## config.mk

```make
export PLATFORM = sky130hd
export DESIGN_NAME = rddh_clear_seq
export DESIGN_NICKNAME = d
export VERILOG_FILES = /design/src/rtl/core/rddh_pkg.sv /design/src/rtl/core/rddh_clear_seq.sv
export SDC_FILE = /design/constraint.sdc
export NUM_CORES = 1
export LEC_CHECK = 0
export BUFFER_PORTS_ARGS = -buffer_cell sky130_fd_sc_hd__buf_2
export CORE_AREA = 3 3 40 42
export CTS_BUF_LIST = sky130_fd_sc_hd__clkbuf_4
export DETAILED_ROUTE_END_ITERATION = 7
export DIE_AREA = 0 0 43 45
export HOLD_SLACK_MARGIN = 0.08
export PLACE_DENSITY = 0.62
export SLEW_MARGIN = 20
export SYNTH_ARGS = -nofsm -noshare
export SYNTH_HDL_FRONTEND = slang
export SYNTH_SLANG_ARGS = --single-unit
```

## constraint.sdc

```tcl
create_clock -name clock -period 4.8 [get_ports clock]
set_input_delay 1.44 -clock clock [delete_from_list [all_inputs] [get_ports clock]]
set_output_delay 1.44 -clock clock [all_outputs]
set_load 0.005 [all_outputs]
```

## src/rtl/core/rddh_pkg.sv

```systemverilog
// ----------------------------------------------------------------------------
// rddh_pkg
// Shared types and constants for the register dependency distance histogram.
// ----------------------------------------------------------------------------
`timescale 1ns / 1ps
`default_nettype none

package rddh_pkg;

   localparam logic [7:0] MAX_SPACING_RESET = 8'd100;
   localparam int unsigned CLEAR_ADDR_W = 9;

   typedef enum logic [1:0] {
      FUNC_NEW_INSN  = 2'd0,
      FUNC_REG_WRITE = 2'd1,
      FUNC_REG_READ  = 2'd2,
      FUNC_BIN_QUERY = 2'd3
   } func_type;

   typedef struct packed {
      func_type    func;
      logic [8:0]  reg_number;
      logic [6:0]  bin_index;
   } req_payload_type;

   typedef struct packed {
      logic [31:0] distance;
      logic        counted;
      logic [63:0] bin_count;
   } rsp_payload_type;

   // table clearing sweep after reset
   typedef struct packed {
      logic                    active;
      logic [CLEAR_ADDR_W-1:0] addr;
   } clear_type;

   // first stage to histogram stage
   typedef struct packed {
      logic        valid;
      logic [31:0] distance;
      logic        hit;
      logic [7:0]  bin;
      logic        bin_ok;
   } hist_req_type;

endpackage

`default_nettype wire

```

## src/rtl/core/rddh_clear_seq.sv

```systemverilog
// ----------------------------------------------------------------------------
// rddh_clear_seq
// Post-reset sweep that zeroes both tables, one entry per cycle.
// ----------------------------------------------------------------------------
`timescale 1ns / 1ps
`default_nettype none

module rddh_clear_seq
   import rddh_pkg::*;
#(
   parameter int CLEAR_LEN = 512
) (
   input  wire logic clock,
   input  wire logic reset,
   output clear_type clear
);

   localparam int CLR_W = (CLEAR_LEN > 1) ? $clog2(CLEAR_LEN) : 1;

   logic             active_ff;
   logic [CLR_W-1:0] addr_ff;

   always_ff @(posedge clock) begin
      if (reset) begin
         active_ff <= 1'b1;
         addr_ff   <= '0;
      end else if (active_ff) begin
         if (addr_ff == CLR_W'(CLEAR_LEN - 1)) begin
            active_ff <= 1'b0;
         end else begin
            addr_ff <= addr_ff + CLR_W'(1);
         end
      end
   end

   assign clear.active = active_ff;
   assign clear.addr   = CLEAR_ADDR_W'(addr_ff);

endmodule

`default_nettype wire

```

== Word-level counts from Yosys, hierarchy flattened ==
Index checks and enable logic that the tools add are counted.
Storage, ports and cells
  flip-flop bits (word level): 10
Operators by class
  $add $sub $neg: 1
  equal/unequal tests: 1
  mux-type cells: 2
  bitwise operators: 1
  reductions and logical operators: 1
Operators with widths (number)
  adder 9 x 1 -> 9 bit (second input constant): 1
  equality test 9 bit (second input constant): 1
  two-way mux 1 bit: 2
  AND reduction 2 bit: 1
  inverter 1 bit: 1

== Longest topological paths before layout ==
  depth after elaboration: 3
  mapped depth: 7

== Worst setup path after synthesis ==
Ideal clock, no wire load.
  path type: input-to-reg
  start point: input port reset
  end point: register active_ff
  setup time: 0.123 ns
  arrival: 1.899 ns
  setup slack: 2.777 ns
  stages: 2
  buffers on the path: 1
  path through: clkbuf_1 -> or2_2
RTL lines
  start: declaration: line rddh_clear_seq.sv:14  | input wire logic reset,
  end signal: assignment: line rddh_clear_seq.sv:25  | active_ff <= 1'b1;
  end signal: assignment: line rddh_clear_seq.sv:29  | active_ff <= 1'b0;
  end: declaration: line rddh_clear_seq.sv:20  | logic active_ff;
No word-level cell between the ends.

== Worst setup path in the final report ==
  start point: register addr_ff[3]
  end point: output port clear[3] in the netlist's numbering
RTL lines
  start: declaration: line rddh_clear_seq.sv:21  | logic [CLR_W-1:0] addr_ff;
  start signal: assignment: line rddh_clear_seq.sv:31  | addr_ff <= addr_ff + CLR_W'(1);
  end: declaration: line rddh_clear_seq.sv:15  | output clear_type clear
No word-level cell between the ends.

==> run metrics <==
Worst Path Arrival 0.81 ns; CP required 3.36 ns; Die ar. 1940 µm²; nets 66; EDFF count, synth 0; cts bufs inserted 3; IO Pins 12; status completed; Post-Route WL 809 µm; crit-path leading delay family flip-flops; global-route wire length before repair 1.29 mm; WP buf/inv 1; Placed Instances 72; final count of pins violating max slew 0; fin cells 75; Max-Cap Viols 0; Crit. End Element primary output; worst-path fanout max 6; CP Launch Point addr_ff[3]$_SDFFE_PP0P_; Via density 4.96; Overflow after GRT 0; WL/cell 10.8 µm; most area-hungry cell type in the Yosys netlist dfxtp_1; Post-CTS Setup Inserts 0; unrepaired setup endpoints after global routing false; DR WL met2 324 µm; P_leak 0.232 nW; Hold Path Class reg -> reg; Core Region 1280 µm²; drt pass-1 iters 4; # clock sinks 10; routed wl met3 70 µm; largest net degree at the start of global routing 11; synth warn 0; share of layout cells above drive strength 1 30.0%; crit share post-route 46.8%; DRT iter0 DRCs 5; die span in y 45 µm; Seq/Total Area, Yosys 45.2%; Synth top area share 45.2%; area taken by multi-input logic gates 224 µm²; critical path cell sequence buf_2; slowest CP cell dfxtp_1; Yosys cell types 22; # diodes 0; input/output buffers 11; slowest stage delay, CP 0.41 ns; Tmin final 2.25 ns; dpl hpwl 575 µm; initial antenna violation count 0; DR vias 372; Mapped Area 443 µm²; row count 13; Post-Syn Nets 52; Root Driver clkbuf_4; Clock Latency Late Sink 0.26 ns; achievable frequency 445 MHz; Total GRT Usage 9.34%; width of the die 43 µm; post-CTS sizing 0; kind of start point of the critical path flip-flop; Yosys reg bits 10; FILL cells 140; Worst Min Path Start addr_ff[7]$_SDFFE_PP0P_; WL met1 406 µm; H-tree level count 1; ys flop type dfxtp_1; setup violators final 0; Worst VDD drop 0.159 mV; Placer Congestion 0.699; syn_area_per_cell 9.23 µm²; CTS Buffer Depth 2; Max-slew headroom 75.5%; Synth Instances 48; synth cell count leaders dfxtp_1 (10), a21oi_1 (5), nor2_1 (4), o21ai_0 (4); initial core utilization 34.5%; TNS Setup 0 ns; ys async rst share 0%; Slew @ Worst Pin 0.366 ns; Clock transition at path regs 0.06 ns; final core utilization 41.1%; max layer used met4; Final Hold Viols 0; R2R Path Start addr_ff[0]$_SDFFE_PP0P_; final clock skew 0.00243 ns; number of remaining DRC errors 0; TritonCTS clock tree built; Sequential Area 200 µm²; hold-fix buffers at CTS 0; vias in the first global route 310; area delta synth->final 19.2%; Cell Pwr Density 290 nW/µm²; count leader, synth dfxtp_1; worst reg-to-reg setup slack 3.00 ns; top post-synthesis cells by area dfxtp_1 (45%), a21oi_1 (5.6%), ha_1 (5.6%), mux2i_1 (4.5%), o21ai_0 (4.5%); Setup Crit Path Kind reg -> out; post-route ant nets 0
==> power by group <==
group / switching [W] / total [W] / internal [W]
sequential: 0.00000251 / 0.0000877 / 0.0000852
combinational: 0.00000552 / 0.0000102 / 0.00000468
clock: 0.0000263 / 0.0000551 / 0.0000289
total: 0.0000343 / 0.000153 / 0.000119
==> cells in the final DEF, fill, tap and decap left out, types with 2 or more instances in the layout <==
master / instances
inv_1: 2
xnor2_1: 2
nor2_1: 4
a21oi_1: 5
or3_2: 2
clkbuf_4: 3
mux2i_1: 2
ha_1: 2
o21ai_0: 4
dfxtp_1: 10
nand2_1: 2
buf_2: 11
or3_1: 2
==> sequential cells by signal (all words and copies together), names as in the netlist <==
register   flops
active_ff      1
addr_ff        9
==> stage by stage <==
| stage | hold WS, ns | cell area, µm² | power [W] | worst slack (ns) |
|---|---|---|---|---|
| 2_1_floorplan | 0.482 | 443 | 0.0000959 | 2.78 |
| 3_3_place_gp | 0.490 | 505 | 0.0000996 | 2.78 |
| 3_5_place_dp | 0.492 | 505 | 0.0000998 | 2.78 |
| 4_1_cts | 0.502 | 528 | 0.000156 | 2.54 |
| 5_1_grt | 0.528 | 528 | 0.000162 | 2.51 |
| 6_report | 0.503 | 528 | 0.000153 | 2.55 |
==> metal layers <==
metal	vias to the layer above	track usage [%]
met5	-	0
met4	0	5.42
met3	2	4.78
met2	14	12.3
met1	164	12.1
li1	192	-
==> layout make-up <==
type	count	share of cell area, %
flip-flops and latches	10	37.9
clock buffers	3	4.27
multi-input cells	34	42.4
well taps	15	3.55
inverters	2	1.42
repair buffers	11	10.4
==> worst paths after layout <==
kind | end | cells past startpoint
max | clear[3] | 1
min | addr_ff[7]$_SDFFE_PP0P_ | 2
max reg2reg | addr_ff[3]$_SDFFE_PP0P_ | 7
min reg2reg | addr_ff[7]$_SDFFE_PP0P_ | 2
==> kinds of logic (layout without fill, tap and decap cells) <==
| group | Yosys count | after routing | share of synthesized area [%] |
|---|---|---|---|
| xor gates and xnor gates | 2 | 2 | 3.96 |
| adders and majority gates | 2 | 2 | 5.65 |
| DFF | 10 | 10 | 45.2 |
| buffers and inverters | 4 | 16 | 4.24 |
| AOI/OAI and AO/OA | 10 | 10 | 11.9 |
| muxes | 2 | 2 | 4.52 |
| and+or+nand+nor | 18 | 18 | 24.6 |
Power figures use the tool's default switching activity.
